<file path="src/rtl/rbst_pkg.sv">
`timescale 1ns / 1ps
`default_nettype none
package rbst_pkg;

	// default geometry
	localparam int unsigned COORD_WIDTH_DEF = 32;
	localparam int unsigned FRAC_BITS_DEF   = 16;

	// epsilon register
	localparam int unsigned EPS_WIDTH = 16;
	localparam logic [EPS_WIDTH-1:0] EPS_RESET = 16'd7;

	// number of axes; each axis has an entry and an exit lane
	localparam int unsigned NUM_AXES = 3;

	// per-item side information carried next to the divider lanes
	typedef struct packed {
		logic [NUM_AXES-1:0] axis_zero;  // direction component is zero
		logic                miss;       // zero direction with origin outside its slab
	} meta_t;

endpackage
`default_nettype wire

</file>
<file path="src/rtl/rbst_merge.sv">
`timescale 1ns / 1ps
`default_nettype none
module rbst_merge #(
	parameter int unsigned W = rbst_pkg::COORD_WIDTH_DEF
) (
	input  wire logic [rbst_pkg::NUM_AXES-1:0][W-1:0] en_dist,
	input  wire logic [rbst_pkg::NUM_AXES-1:0][W-1:0] ex_dist,
	input  wire rbst_pkg::meta_t                      meta,
	input  wire logic [rbst_pkg::EPS_WIDTH-1:0]       eps,
	output logic                                      hit
);

	logic signed [W-1:0] entry;
	logic signed [W-1:0] exitv;
	logic signed [W-1:0] tmin;
	logic signed [W-1:0] tmax;

	// entry is the largest, exit the smallest; zero-direction axes span everything
	always_comb begin
		tmin  = {1'b1, {(W-1){1'b0}}};
		tmax  = {1'b0, {(W-1){1'b1}}};
		entry = tmin;
		exitv = tmax;
		for (int i = 0; i < rbst_pkg::NUM_AXES; i++) begin
			if (!meta.axis_zero[i]) begin
				if ($signed(en_dist[i]) > entry) entry = $signed(en_dist[i]);
				if ($signed(ex_dist[i]) < exitv) exitv = $signed(ex_dist[i]);
			end
		end
		hit = !meta.miss && (entry < exitv) && (exitv > $signed({1'b0, eps}));
	end

endmodule
`default_nettype wire

</file>
<file path="config.mk">
export PLATFORM = sky130hd
export DESIGN_NAME = rbst_merge
export DESIGN_NICKNAME = d
export VERILOG_FILES = /design/src/rtl/rbst_pkg.sv /design/src/rtl/rbst_merge.sv
export SDC_FILE = /design/constraint.sdc
export NUM_CORES = 1
export LEC_CHECK = 0
export BUFFER_PORTS_ARGS = -buffer_cell sky130_fd_sc_hd__buf_2
export CAP_MARGIN = 20
export CORE_MARGIN = 5
export CORE_UTILIZATION = 25
export DETAILED_ROUTE_END_ITERATION = 16
export GPL_TIMING_DRIVEN = 0
export PLACE_DENSITY = 0.48
export SLEW_MARGIN = 20
export SYNTH_ARGS = -nofsm -noshare
export SYNTH_HDL_FRONTEND = slang
export SYNTH_SLANG_ARGS = --single-unit
</file>
<file path="constraint.sdc">
create_clock -name vclk -period 21
set_clock_uncertainty 0.05 [all_clocks]
set_input_delay 4.2 -clock vclk [all_inputs]
set_output_delay 4.2 -clock vclk [all_outputs]
set_load 0.005 [all_outputs]
</file>
# ---- After elaboration in Yosys (flattened, before gate mapping)
# Index checks and enable logic that the tools add are counted.
dict set report op_classes {
  order_cmp 8
  n_reduce_logical 3
  n_mux 12
}
# op count
set op_table {}
lappend op_table {{2-to-1 mux 32 bit} 12}
lappend op_table {{< comparator 32 bit} 3}
lappend op_table {{> comparator 32 bit} 2}
lappend op_table {{> comparator 32 x 17 -> 1 bit} 1}
lappend op_table {{> comparator 32 bit, second input constant} 1}
lappend op_table {{< comparator 32 bit, second input constant} 1}
lappend op_table {{logical AND 1 bit} 2}
lappend op_table {{logical NOT 1 bit} 1}
dict set report totals {
  elab_cells 23
  register_bits 0
}

# ---- Depth between registers and ports, before layout
dict set report depth {
  word_depth 12
  depth_mapped 40
  ltp_nobuf 36
}

# ---- Worst setup path after synthesis
# Ideal clock, no wire load.
dict set report synth_timing {
  path_kind {in2out}
  from {input ex_dist[31] (netlist bit)}
  to {output hit}
  slack_ns 5.220
  n_path_buf 5
  t_arrival_ns 11.530
  stages 40
  t_required_ns 16.750
  path_cell_list {nand4b_1 > nor4_1 > a21o_1 > clkbuf_1 > clkbuf_1 > nor2_1 > ha_1 > a21oi_1 > nand2_1 > a221oi_1 > a21oi_1 > o31a_1 > nor2_4 > clkbuf_1 > buf_2 > a21oi_1 > inv_1 > ha_1 > [... 4 more ...] > o221a_1 > o21ai_0 > or3_1 > o211ai_2 > buf_2 > nand2_1 > o21a_1 > ha_1 > nand4_1 > or2_2 > nor3_1 > a221oi_1 > o21ai_0 > o21ai_0 > o211ai_1 > mux2_2 > nor2_1 > o2111a_1}
}
dict set report synth_between {
  elab_chain_len 12
  elab_cells_between_ends 13
}
# item line_no
set synth_rtl {}
lappend synth_rtl {{start: declaration} rbst_merge.sv:7} ;# input wire logic [rbst_pkg::NUM_AXES-1:0][W-1:0] ex_dist,
lappend synth_rtl {{< comparator 32 bit} rbst_merge.sv:27} ;# if ($signed(ex_dist[i]) < exitv) exitv = $signed(ex_dist[i]);
lappend synth_rtl {{2-to-1 mux 32 bit (*)} rbst_merge.sv:27}
lappend synth_rtl {{2-to-1 mux 32 bit (*)} rbst_merge.sv:25} ;# if (!meta.axis_zero[i]) begin
lappend synth_rtl {{< comparator 32 bit} rbst_merge.sv:27}
lappend synth_rtl {{2-to-1 mux 32 bit} rbst_merge.sv:27}
lappend synth_rtl {{2-to-1 mux 32 bit (*)} rbst_merge.sv:25}
lappend synth_rtl {{< comparator 32 bit} rbst_merge.sv:27}
lappend synth_rtl {{2-to-1 mux 32 bit} rbst_merge.sv:27}
lappend synth_rtl {{2-to-1 mux 32 bit (*)} rbst_merge.sv:25}
lappend synth_rtl {{< comparator 32 bit} rbst_merge.sv:30} ;# hit = !meta.miss && (entry < exitv) && (exitv > $signed({1'b0, eps}));
lappend synth_rtl {{logical AND 1 bit} rbst_merge.sv:30}
lappend synth_rtl {{logical AND 1 bit (*)} rbst_merge.sv:30}
lappend synth_rtl {{end: declaration} rbst_merge.sv:10} ;# output logic hit
# Every way passes the cells marked *; elsewhere a longest branch is shown, timed or not.

# ---- Worst setup path in the final report
dict set report layout_timing {
  from {input ex_dist[9] (netlist bit)}
  to {output hit}
}
# The elaborated chain is that of the path after synthesis.

==> impl_metrics.py <==
metrics = {
    "sta": {
        "period_share_pct": 88.02,
        "max_freq_ghz": 0.05410,
        "tns_ns": 0,
        "grt_setup_unrepaired": "no",
        "finalMaxSlewViolations": 0,
        "holdWs_ns": 8.772,
        "slew-limit-headroom_pct": 57.40,
        "setup_viol": 0,
        "final.min_clock_period_ns": 18.48,
        "hold_violations": 0,
        "worstMarginPinSlew_ns": 0.6332,
    },
    "setup_path": {
        "cp-end-kind": "output pin",
        "crit_start": "ex_dist[9]",
        "path_class": "in -> out",
        "start_kind": "primary input",
        "cp_data_arrival_time_ns": 14.23,
        "critPathMaxFanout": 10,
        "crit_path_max_incr_delay_ns": 0.62,
        "crit_top_cell": "buf_2",
        "critical_path_required_ns": 16.75,
        "slowest_stage": "nor4_1",
    },
    "layout": {
        "nClkBuffers": 0,
        "drive_above_1_share_pct": 20.81,
        "nets": 1502,
        "seqCellArea_um2": 0,
        "syn_to_final_growth_pct": 24.44,
        "fill_cells": 2685,
        "seq_cell_count": 0,
        "layout.cells.non_filler": 1437,
    },
    "clock_network": {
        "hold_buffers": 0,
        "cts.repair.resized": 0,
        "cts_setup_buffers": 0,
    },
    "floorplan": {
        "core_um2": 23610,
        "io_pins": 213,
        "die_h_um": 165.2,
        "start_util_pct": 25.51,
        "die_x_um": 165.2,
        "rows": 56,
        "die_area_um2": 27300,
    },
    "drt": {
        "vias_per_cell": 5.137,
        "ant_nets": 0,
        "dr.pass1.iters": 7,
        "vias": 7382,
        "route.detailed.drc": 0,
        "routed_wirelength_mm": 24.61,
        "drt_iter0_drc": 339,
        "post_drt_wl_per_cell_um": 17.13,
    },
    "min_path": {
        "hold_start": "meta[0]",
        "worstHoldPathCells": 4,
        "hold_class": "in -> out",
    },
    "yosys": {
        "yosysUniqueCellTypes": 49,
        "syn_area_um2": 6025,
        "synth_area_per_cell_um2": 6.679,
        "seq_area_frac_synth_pct": 0,
        "yosys_warnings": 0,
        "syn_inst": 902,
        "syn-num-nets": 1287,
    },
    "status": {
        "status": "finished clean",
    },
    "placement": {
        "hpwl_mm": 22.52,
        "portBuffers": 213,
        "dp.cells": 1434,
        "place_congestion": 0.8757,
    },
    "job": {
        "maxCapViolCount": 0,
    },
    "global_routing": {
        "grt_use_total_pct": 16.87,
        "grt_pass1_wl_mm": 36.71,
        "antenna_found_initial": 5,
        "first_global_vias": 7198,
        "globalRouteOverflowTotal": 0,
        "grt_max_degree": 11,
    },
    "power": {
        "leakage_uw": 0.003731,
        "ir_drop_mv": 0.01080,
        "power_density_nw_per_um2": 39.15,
    },
}
==> through the flow <==
step	instance area, um^2	utilization [%]	power (uW)	setup slack [ns]
floorplan	6025	-	200.1	5.220
global placement	7490	31.72	291.7	2.527
detailed placement	7490	31.72	294.4	2.689
CTS	7490	31.72	296.5	2.638
global route	7495	31.74	340.0	1.693
finish	7497	31.75	293.5	2.517
==> worst paths after layout <==
check,slack [ns],end
worst min-delay path,8.77,hit
worst max-delay path,2.52,hit
==> worst max-delay path: cells and delay by family <==
family	cells	cell delay (ns)
AOI/OAI and AO/OA	14	2.89
muxes	1	0.35
adders and majority gates	3	0.89
buffers and inverters	9	2.49
and+or+nand+nor	14	3.36
==> cells by family (layout without fill, tap and decap cells) <==
kind of cell | after synthesis | in the layout | share of synthesized area, %
buf+inv | 75 | 288 | 4.881
fa+ha+maj | 173 | 173 | 35.93
xor+xnor | 1 | 1 | 0.1454
mux | 10 | 10 | 1.745
compound gates | 320 | 320 | 31.17
other cells | 0 | 3 | 0
simple gates | 323 | 323 | 26.13
==> placed cells by master (no fill, tap or decap), drive strengths merged, types with 4 or more instances in the layout <==
cell type	n
buf	223
ha	173
a21oi	142
nor2	127
o21ai	66
nand2	52
nand4	43
nand2b	38
inv	37
a31oi	31
clkbuf	28
a21o	21
o21a	20
nor4	15
nand3	14
nor3	14
a211oi	11
nor2b	6
mux2i	6
o211ai	6
o21bai	4
a211o	4
mux2	4
==> final cells by class <==
class / instances / area (um^2) / area share (%)
diodes: 3 / 7.507 / 0.1001
plain buffers: 38 / 155.1 / 2.069
inverters: 37 / 138.9 / 1.852
multi-input cells: 827 / 5731 / 76.44
well taps: 319 / 399.1 / 5.324
repair buffers: 213 / 1066 / 14.22
==> synthesized netlist by cell type (2+ instances only) <==
cell / n / area share (%)
a2111oi_0: 2 / 0.29
a211o_1: 4 / 0.58
a211oi_1: 10 / 1.2
a21o_1: 21 / 2.6
a21oi_1: 142 / 12
a221oi_1: 2 / 0.29
a31oi_1: 31 / 3.2
and4_1: 3 / 0.44
buf_1: 2 / 0.12
buf_2: 7 / 0.58
clkbuf_1: 28 / 1.7
ha_1: 173 / 36
inv_1: 37 / 2.3
mux2_2: 4 / 0.75
mux2i_1: 6 / 1.0
nand2_1: 52 / 3.2
nand2b_1: 38 / 3.9
nand3_1: 14 / 1.2
nand4_1: 43 / 4.5
nor2_1: 126 / 7.9
nor2b_1: 6 / 0.62
nor3_1: 14 / 1.2
nor4_1: 13 / 1.3
nor4_2: 2 / 0.42
o211ai_1: 5 / 0.62
o21a_1: 20 / 2.5
o21ai_0: 51 / 4.2
o21ai_1: 15 / 1.2
o21bai_1: 4 / 0.50
o31a_1: 2 / 0.29
o31ai_1: 3 / 0.37
or2_2: 2 / 0.21
or3_1: 2 / 0.21
or4_1: 3 / 0.37
==> report_power, final <==
| group | switching [uW] | leakage (uW) | internal (uW) | total (uW) |
|---|---|---|---|---|
| Clock | 0 | 0.0000000190 | 0.0000191 | 0.0000191 |
| Sequential | 0 | 0 | 0 | 0 |
| Combinational | 172 | 0.00373 | 121 | 294 |
==> per-layer routing <==
metal,global-route usage [%],share of wire [%],up-vias
met1,23.13,47,3331
met4,2.420,1.6,6
met2,28.95,47,172
met5,0,0.12,-
met3,2.010,4.7,29
li1,-,-,3844
Power figures use the tool's default switching activity.
