--- config.mk ---
export PLATFORM = sky130hd
export DESIGN_NAME = rbst_div_lane
export DESIGN_NICKNAME = d
export VERILOG_FILES = /design/src/rtl/rbst_pkg.sv /design/src/rtl/rbst_div_lane.sv
export SDC_FILE = /design/constraint.sdc
export NUM_CORES = 2
export LEC_CHECK = 0
export BUFFER_PORTS_ARGS = -buffer_cell sky130_fd_sc_hd__buf_2
export CAP_MARGIN = 20
export CORE_ASPECT_RATIO = 0.8
export CORE_MARGIN = 2
export CORE_UTILIZATION = 40
export CTS_BUF_LIST = sky130_fd_sc_hd__clkbuf_4 sky130_fd_sc_hd__clkbuf_8 sky130_fd_sc_hd__clkbuf_16
export CTS_CLUSTER_SIZE = 20
export DETAILED_ROUTE_END_ITERATION = 12
export GPL_ROUTABILITY_DRIVEN = 0
export GPL_TIMING_DRIVEN = 0
export SYNTH_ARGS = -nofsm -noshare
export SYNTH_HDL_FRONTEND = slang
export SYNTH_MEMORY_MAX_BITS = 65536
export SYNTH_SLANG_ARGS = --single-unit
--- constraint.sdc ---
create_clock -name clk -period 4.8 [get_ports clk]
set_input_delay 0 -clock clk [delete_from_list [all_inputs] [get_ports clk]]
set_output_delay 0 -clock clk [all_outputs]
set_load 0.03 [all_outputs]
--- src/rtl/rbst_pkg.sv ---
`timescale 1ns / 1ps
`default_nettype none
package rbst_pkg;

	// default geometry
	localparam int unsigned COORD_WIDTH_DEF = 32;
	localparam int unsigned FRAC_BITS_DEF   = 16;

	// epsilon register
	localparam int unsigned EPS_WIDTH = 16;
	localparam logic [EPS_WIDTH-1:0] EPS_RESET = 16'd7;

	// number of axes; each axis has an entry and an exit lane
	localparam int unsigned NUM_AXES = 3;

	// per-item side information carried next to the divider lanes
	typedef struct packed {
		logic [NUM_AXES-1:0] axis_zero;  // direction component is zero
		logic                miss;       // zero direction with origin outside its slab
	} meta_t;

endpackage
`default_nettype wire

--- src/rtl/rbst_div_lane.sv ---
`timescale 1ns / 1ps
`default_nettype none
module rbst_div_lane #(
	parameter int unsigned W = rbst_pkg::COORD_WIDTH_DEF,
	parameter int unsigned F = rbst_pkg::FRAC_BITS_DEF
) (
	input  wire logic                clk,
	input  wire logic                en,
	input  wire logic signed [W-1:0] a,
	input  wire logic signed [W-1:0] b,
	input  wire logic signed [W-1:0] d,
	output logic signed [W-1:0]      quot
);

	// dividend is |a - b| * 2^F
	localparam int unsigned N  = W + 1 + F;
	localparam int unsigned HW = N - W;

	logic signed [W:0] diff;
	logic [W:0]        mag;
	logic [W-1:0]      dmag;
	logic [N-1:0]      dvd;
	logic [HW-1:0]     dvd_hi;
	logic              neg_c;
	logic              ovf_c;

	// front end: magnitudes, sign and overflow of the quotient
	always_comb begin
		diff   = (W+1)'(a) - (W+1)'(b);
		mag    = diff[W] ? (W+1)'(-diff) : diff;
		dmag   = d[W-1] ? W'(-d) : W'(d);
		dvd    = {mag, {F{1'b0}}};
		dvd_hi = dvd[N-1:W];
		neg_c  = (mag != '0) && ((a < b) != d[W-1]);
		// quotient reaches 2^W exactly when the upper dividend part is not below the divisor
		ovf_c  = (N'(dvd_hi) >= N'(dmag));
	end

	logic [W-1:0] rem_s [0:W];
	logic [W-1:0] quo_s [0:W];
	logic [W-1:0] low_s [0:W];
	logic [W-1:0] dm_s  [0:W];
	logic         neg_s [0:W];
	logic         ovf_s [0:W];

	// first stage register
	always_ff @(posedge clk) begin
		if (en) begin
			rem_s[0] <= W'(dvd_hi);
			quo_s[0] <= '0;
			low_s[0] <= dvd[W-1:0];
			dm_s[0]  <= dmag;
			neg_s[0] <= neg_c;
			ovf_s[0] <= ovf_c;
		end
	end

	// one quotient bit per stage, restoring division
	for (genvar k = 0; k < W; k++) begin : g_stage
		logic [W:0] trial;
		logic       ge;
		always_comb begin
			trial = {rem_s[k], low_s[k][W-1-k]};
			ge    = (trial >= {1'b0, dm_s[k]});
		end
		always_ff @(posedge clk) begin
			if (en) begin
				rem_s[k+1] <= ge ? W'(trial - {1'b0, dm_s[k]}) : W'(trial);
				quo_s[k+1] <= {quo_s[k][W-2:0], ge};
				low_s[k+1] <= low_s[k];
				dm_s[k+1]  <= dm_s[k];
				neg_s[k+1] <= neg_s[k];
				ovf_s[k+1] <= ovf_s[k];
			end
		end
	end

	// saturation and sign
	logic [W-1:0] lim;
	logic [W-1:0] qsat;
	always_comb begin
		lim  = neg_s[W] ? {1'b1, {(W-1){1'b0}}} : {1'b0, {(W-1){1'b1}}};
		qsat = (ovf_s[W] || (quo_s[W] > lim)) ? lim : quo_s[W];
	end

	logic signed [W-1:0] dist_q;
	always_ff @(posedge clk) begin
		if (en) begin
			dist_q <= neg_s[W] ? $signed(W'(-qsat)) : $signed(qsat);
		end
	end

	assign quot = dist_q;

endmodule
`default_nettype wire

=== Word-level counts from Yosys, hierarchy flattened ===
Memories as Yosys holds them, arrays and structs flattened.
Cells that the tools add are included.

* Add/sub/neg operators: 36
* Magnitude comparators: 35
* Equality and inequality tests: 1
* Mux-type cells: 39
* Reduce and logical (&&, ||, !) cells: 3

{| class="wikitable"
|+ Operators by type and width
! cell !! count
|-
| 32-bit two-way mux || 36
|-
| 33-bit by 32-bit greater-or-equal comparator with 1-bit output || 32
|-
| 32-bit subtractor || 32
|-
| 32-bit negator || 2
|-
| 33-bit two-way mux || 1
|-
| 33-bit negator || 1
|-
| 33-bit nonzero test || 1
|-
| 32-bit by 32-bit subtractor with 33-bit output || 1
|-
| 17-bit by 32-bit greater-or-equal comparator with 1-bit output || 1
|-
| 32-bit greater-than comparator || 1
|-
| 32-bit < comparator || 1
|-
| 1-bit two-way mux || 2
|-
| 1-bit logical AND || 1
|-
| 1-bit logical OR || 1
|-
| 1-bit inequality test || 1
|}

* Flip-flop bits (word level): 32
* Memory bits (writable): 4290
* Input bits: 98
* Output and inout port bits: 32
* Logic and storage cells: 121
* Memories kept: 6

{| class="wikitable"
|+ Memory list
! memory !! words !! width !! read ports !! clocked after Yosys merged registers in !! wr ports !! line !! text
|-
| dm_s || 33 || 32 || 32 || 0 || 33 || rbst_div_lane.sv:42 || <nowiki>logic [W-1:0] dm_s [0:W];</nowiki>
|-
| low_s || 33 || 32 || 32 || 0 || 33 || rbst_div_lane.sv:41 || <nowiki>logic [W-1:0] low_s [0:W];</nowiki>
|-
| quo_s || 33 || 32 || 33 || 0 || 33 || rbst_div_lane.sv:40 || <nowiki>logic [W-1:0] quo_s [0:W];</nowiki>
|-
| rem_s || 33 || 32 || 32 || 0 || 33 || rbst_div_lane.sv:39 || <nowiki>logic [W-1:0] rem_s [0:W];</nowiki>
|-
| neg_s || 33 || 1 || 33 || 0 || 33 || rbst_div_lane.sv:43 || <nowiki>logic neg_s [0:W];</nowiki>
|-
| ovf_s || 33 || 1 || 33 || 0 || 33 || rbst_div_lane.sv:44 || <nowiki>logic ovf_s [0:W];</nowiki>
|}

=== Depth between registers and ports, before layout ===
An unclocked memory read counts as a cell.

* Word-level depth: 7
* Mapped depth: 26
* Gate-level depth less buffers: 25

=== Worst setup path before layout ===
Ideal clock, no wire load.

* Path kind: register to register
* From: mem neg_s[32]
* To: reg dist_q[24] (netlist: quot[24]), data pin
* Setup time: 0.270 ns
* Data arrival time: 4.795 ns
* Required time: 4.530 ns
* Setup slack: -0.265 ns
* Stages on the path, launching flop included: 23
* Path buffers: 6
* Period minus slack after synthesis: 5.065 ns
* Cells stage by stage: edfxtp_1 > clkbuf_1 > inv_1 > clkbuf_1 > ha_1 > nor2b_1 > o21a_1 > o21ai_0 > a21oi_1 > o31a_1 > o21ai_0 > a32oi_1 > or2_2 > clkbuf_1 > clkbuf_1 > o21ai_0 > ha_1 > clkbuf_1 > a21bo_1 > buf_2 > a2111oi_2 > a21oi_1 > a2bb2oi_1

{| class="wikitable"
|+ RTL lines
! element !! line !! text
|-
| start, declared || rbst_div_lane.sv:43 ||
|-
| end signal, assigned || rbst_div_lane.sv:89 || <nowiki>dist_q <= neg_s[W] ? $signed(W'(-qsat)) : $signed(qsat);</nowiki>
|-
| end, declared || rbst_div_lane.sv:86 || <nowiki>logic signed [W-1:0] dist_q;</nowiki>
|}

==> results.txt <==
- Highest attainable clock frequency: 215 MHz
* Share of final-layout standard cells stronger than drive strength 1: 8.27%
- Syn Nets: 14400
* Via density per instance: 5.39
* Overall die height: 552 um
- The run finished with clean final reports.
- Remaining design rule violation count: 0
* Crit Path Max Fanout: 10
- Critical Path Start Type: register
* Number of max-cap violations: 0
- For this run, the number of standard cells in the final layout without fillers is 19000.
- For the worst-skew pair, the clock arrives at the later sink with an insertion delay of 0.95 ns.
* Port buffer count: 129
- Global routing consumed, on the met1 layer, 28.5% of the routing resources.
- Global routing used 27.0% of the available met2 tracks.
* Clock power frac: 21.6%
* Final cycle utilization of the critical path: 96.8%
- Clock buffer count from CTS: 300
- At the placement stage, the worst setup path has a slack of -1.12 ns.
* Switch share: 38.4%
* Least setup slack across all paths after layout: 0.153 ns
* GR Layer Usage met3: 4.18%
- The tree is rooted in a sky130_fd_sc_hd__clkbuf_16.
- Setup violations remaining at the end of the flow were counted as 0.
* Post-route ant nets: 0
- For the finished layout, the period the worst path requires is 4.65 ns.
- Power density cells: 649 nW/um^2
- Total power: 110 mW
- Final hold slack: 0.0973 ns
- Max Slew Vio Count: 0
* Endpoint with the worst hold slack: rem_s[0][3]$_DFFE_PP_
- Routed wire per std cell: 19.4 um
- After detailed placement, the design holds a cell count of 18300.
* Reg2Reg Setup Slack: 0.15 ns
* TritonCTS clock tree: done
- Length in cells of the worst reg-to-reg path: 15
* Most utilized layer in the global route result: met1
- During synthesis, Yosys emitted a total of 0 warnings.
- At the worst endpoint, the required time is 5.55 ns.
* Total area of sequential cells: 83900 um^2
- Synthesis produced a netlist whose cell count is 13200.
- Worst clock skew: 0.0545 ns
* FFs w/ async S/R, synth: 0%
- Cell internal power was estimated by the tool at 67.9 mW.
* Startpoint of the worst hold path: a[18]
* Remaining Overflow, GRT: 0
* Worst r2r dst: rem_s[0][726]$_DFFE_PP_
* DPL Wire Length: 277000 um
- Measured against its own limit, the worst slew margin works out to 23.4%.
- Part of the Yosys area used for sequential elements: 55.9%
- Power share of the combinational group: 42.9%
- For the worst setup path, the data arrival time is 5.40 ns.
* Area enclosed by the die boundary: 380000 um^2
- No sink is reached through more buffers than the 4 on the longest clock path.
* Worst reg2reg path startpoint: dm_s[0][673]$_DFFE_PP_
- Setup crit end kind: register
- From synthesis to final layout, the design area changed by 13.0%.
- The critical path in this run is classified as reg -> reg.
- Total global-route track usage: 18.7%
* Multi-input gate area: 60500 um^2
- Final hold violation count: 0
- Routed via count: 102000
- CTS clk-pin slew, worst paths: 0.06 ns
* Number of distinct library cells after synthesis: 113
- The worst hold path belongs to the class in -> reg.
- The H-tree was split into 5 levels.
- The via count of the first global-routing pass was 95100.
- The synthesized design contains 2795 register bits.
- Entering global routing, the biggest net connects 174 pins.
- Net Switching: 42.3 mW
* Leakage Power: 68.2 nW
- Leading cell types in the layout, fill and taps excluded: sky130_fd_sc_hd__edfxtp_1, sky130_fd_sc_hd__inv_1, sky130_fd_sc_hd__ha_1, sky130_fd_sc_hd__nand2_1, sky130_fd_sc_hd__o21ai_0
* Worst Hold Path Cells: 6
- The number of antenna violations at the first check in global routing is 25.
- Average size of a mapped cell: 11.4 um^2
* Wire length of the first global-routing pass: 561000 um
- The library cell used most frequently in the layout, excluding fill and tap cells, is sky130_fd_sc_hd__edfxtp_1.
- Register share of total power: 35.5%
* Chip Width: 689 um
- Counting the fill cells in the layout gives 34300.
- Post-detailed-routing wire length: 369000 um
* Number of enable-type register cells in the synthesized netlist: 2795
* Dominant synthesized flop cell: sky130_fd_sc_hd__edfxtp_1
* NumNets Final: 15000
- Number of standard-cell rows in the floorplan: 201
- Placeable core region: 374000 um^2
* Number of detailed-route iterations in the first pass: 6
- DRC violation total after the first TritonRoute iteration: 10100
* IO Pins: 130
- VDD sags by at most 331 uV.
* Transition time at the pin with the least slew margin: 1.15 ns
- Number of sinks handled by clock tree synthesis: 2795
* Initial standard-cell utilization of the core: 40.1%
- Cell area after technology mapping: 150000 um^2
worst max path at each step:
stage,to,from,depth (start not counted)
6_report,rem_s[0][726]$_DFFE_PP_,dm_s[0][673]$_DFFE_PP_,15
5_1_grt,rem_s[0][766]$_DFFE_PP_,dm_s[0][705]$_DFFE_PP_,15
4_1_cts,quot[26]$_DFFE_PP_,neg_s[32]$_DFFE_PP_,22
3_5_place_dp,quot[26]$_DFFE_PP_,neg_s[32]$_DFFE_PP_,22
3_3_place_gp,quot[21]$_DFFE_PP_,en,1
2_1_floorplan,quot[24]$_DFFE_PP_,neg_s[32]$_DFFE_PP_,22
per-layer routing:
metal  part of all wire, %  vias to the layer above  wire, um
met1                    48                    49200    177000
li1                      -                    49500         -
met3                   8.4                      480     30800
met2                    42                     3177    153000
met5                 0.024                        -        89
met4                   2.2                       14      8010
per-stage QoR:
stage          utilization [%]  TNS, ns  area [um^2]
2_1_floorplan                -  -0.0259       150000
3_3_place_gp              42.0        -       157000
3_5_place_dp              42.1  -148.15       158000
4_1_cts                   45.2  -0.0175       169000
5_1_grt                   45.4   -0.173       170000
6_report                  45.4        0       170000
layout make-up:
class / count / share of cell area (%)
flip-flops and latches: 2795 / 49.4
inverters: 1420 / 3.14
clock buffers: 341 / 4.63
clock inverters: 200 / 1.31
multi-input cells: 8723 / 35.7
repair buffers: 291 / 1.53
diodes: 4 / 0.00590
plain buffers: 227 / 0.614
well taps: 4973 / 3.67
state kept, by name (all words and copies together) (netlist names):
register / flops
ovf_s: 33
neg_s: 33
quo_s: 528
dm_s: 1024
low_s: 136
quot: 32
rem_s: 1009
worst max-delay path: stages, from the launching register on:
cell,delay (ns)
sky130_fd_sc_hd__edfxtp_1,0.43
sky130_fd_sc_hd__inv_1,0.07
sky130_fd_sc_hd__ha_1,0.31
sky130_fd_sc_hd__nor2b_1,0.14
sky130_fd_sc_hd__o21ai_0,0.28
sky130_fd_sc_hd__a21oi_1,0.14
sky130_fd_sc_hd__o21a_1,0.23
sky130_fd_sc_hd__o221a_2,0.32
sky130_fd_sc_hd__nor4_4,0.44
sky130_fd_sc_hd__o31ai_1,0.21
sky130_fd_sc_hd__a31oi_2,0.33
sky130_fd_sc_hd__o21ai_1,0.21
sky130_fd_sc_hd__a211o_1,0.53
sky130_fd_sc_hd__clkbuf_2,0.32
sky130_fd_sc_hd__clkbuf_2,0.28
sky130_fd_sc_hd__a21oi_1,0.22
power groups by stage:
stage	registers, mW	logic, mW	clock network (mW)
after global placement	41.9	45.1	0
final	39.1	47.2	23.8
after floorplan	37.6	33.6	0
after CTS	39.2	46.2	24.5
after global routing	39.7	52.4	25.4
after detailed placement	39.6	45.5	0
synthesized netlist by cell type, types with 80 or more instances:
master,number,area (um^2)
sky130_fd_sc_hd__edfxtp_1,2795,83900
sky130_fd_sc_hd__inv_1,1420,5330
sky130_fd_sc_hd__ha_1,1094,13700
sky130_fd_sc_hd__nand2_1,1093,4100
sky130_fd_sc_hd__o21ai_0,998,4990
sky130_fd_sc_hd__a21oi_1,927,4640
sky130_fd_sc_hd__nor2_1,781,2930
sky130_fd_sc_hd__xor2_1,406,3560
sky130_fd_sc_hd__xnor2_1,398,3490
sky130_fd_sc_hd__a21o_1,373,2800
sky130_fd_sc_hd__nor3_1,232,1160
sky130_fd_sc_hd__mux2_2,193,2170
sky130_fd_sc_hd__clkbuf_1,185,694
sky130_fd_sc_hd__nand4_1,171,1070
sky130_fd_sc_hd__nor2b_1,163,1020
sky130_fd_sc_hd__nand3_1,158,791
sky130_fd_sc_hd__nand2b_1,152,951
sky130_fd_sc_hd__o21a_1,122,916
sky130_fd_sc_hd__o31ai_1,103,773
sky130_fd_sc_hd__a21boi_0,97,728
sky130_fd_sc_hd__o21bai_1,96,721
sky130_fd_sc_hd__and3_1,94,588
sky130_fd_sc_hd__a31oi_1,80,500
cells by family after synthesis:
logic type | after synthesis | synth area share (%)
AO/OA/AOI/OAI | 3350 | 13.9
buffers and inverters | 1653 | 4.17
adder cells (fa/ha/maj) | 1126 | 9.54
XOR/XNOR | 804 | 4.69
flip-flops | 2795 | 55.9
multiplexers | 224 | 1.66
AND/OR/NAND/NOR | 3219 | 10.1
repair_timing:
item	in CTS	in global routing
hold buffers	130	0
endpoints found under the setup margin	464	635
endpoints found under the hold margin	391	0
pin swaps	2	15
resized for setup	69	150
setup buffers	2	11
No activity file was read; power rests on OpenSTA's default activity.
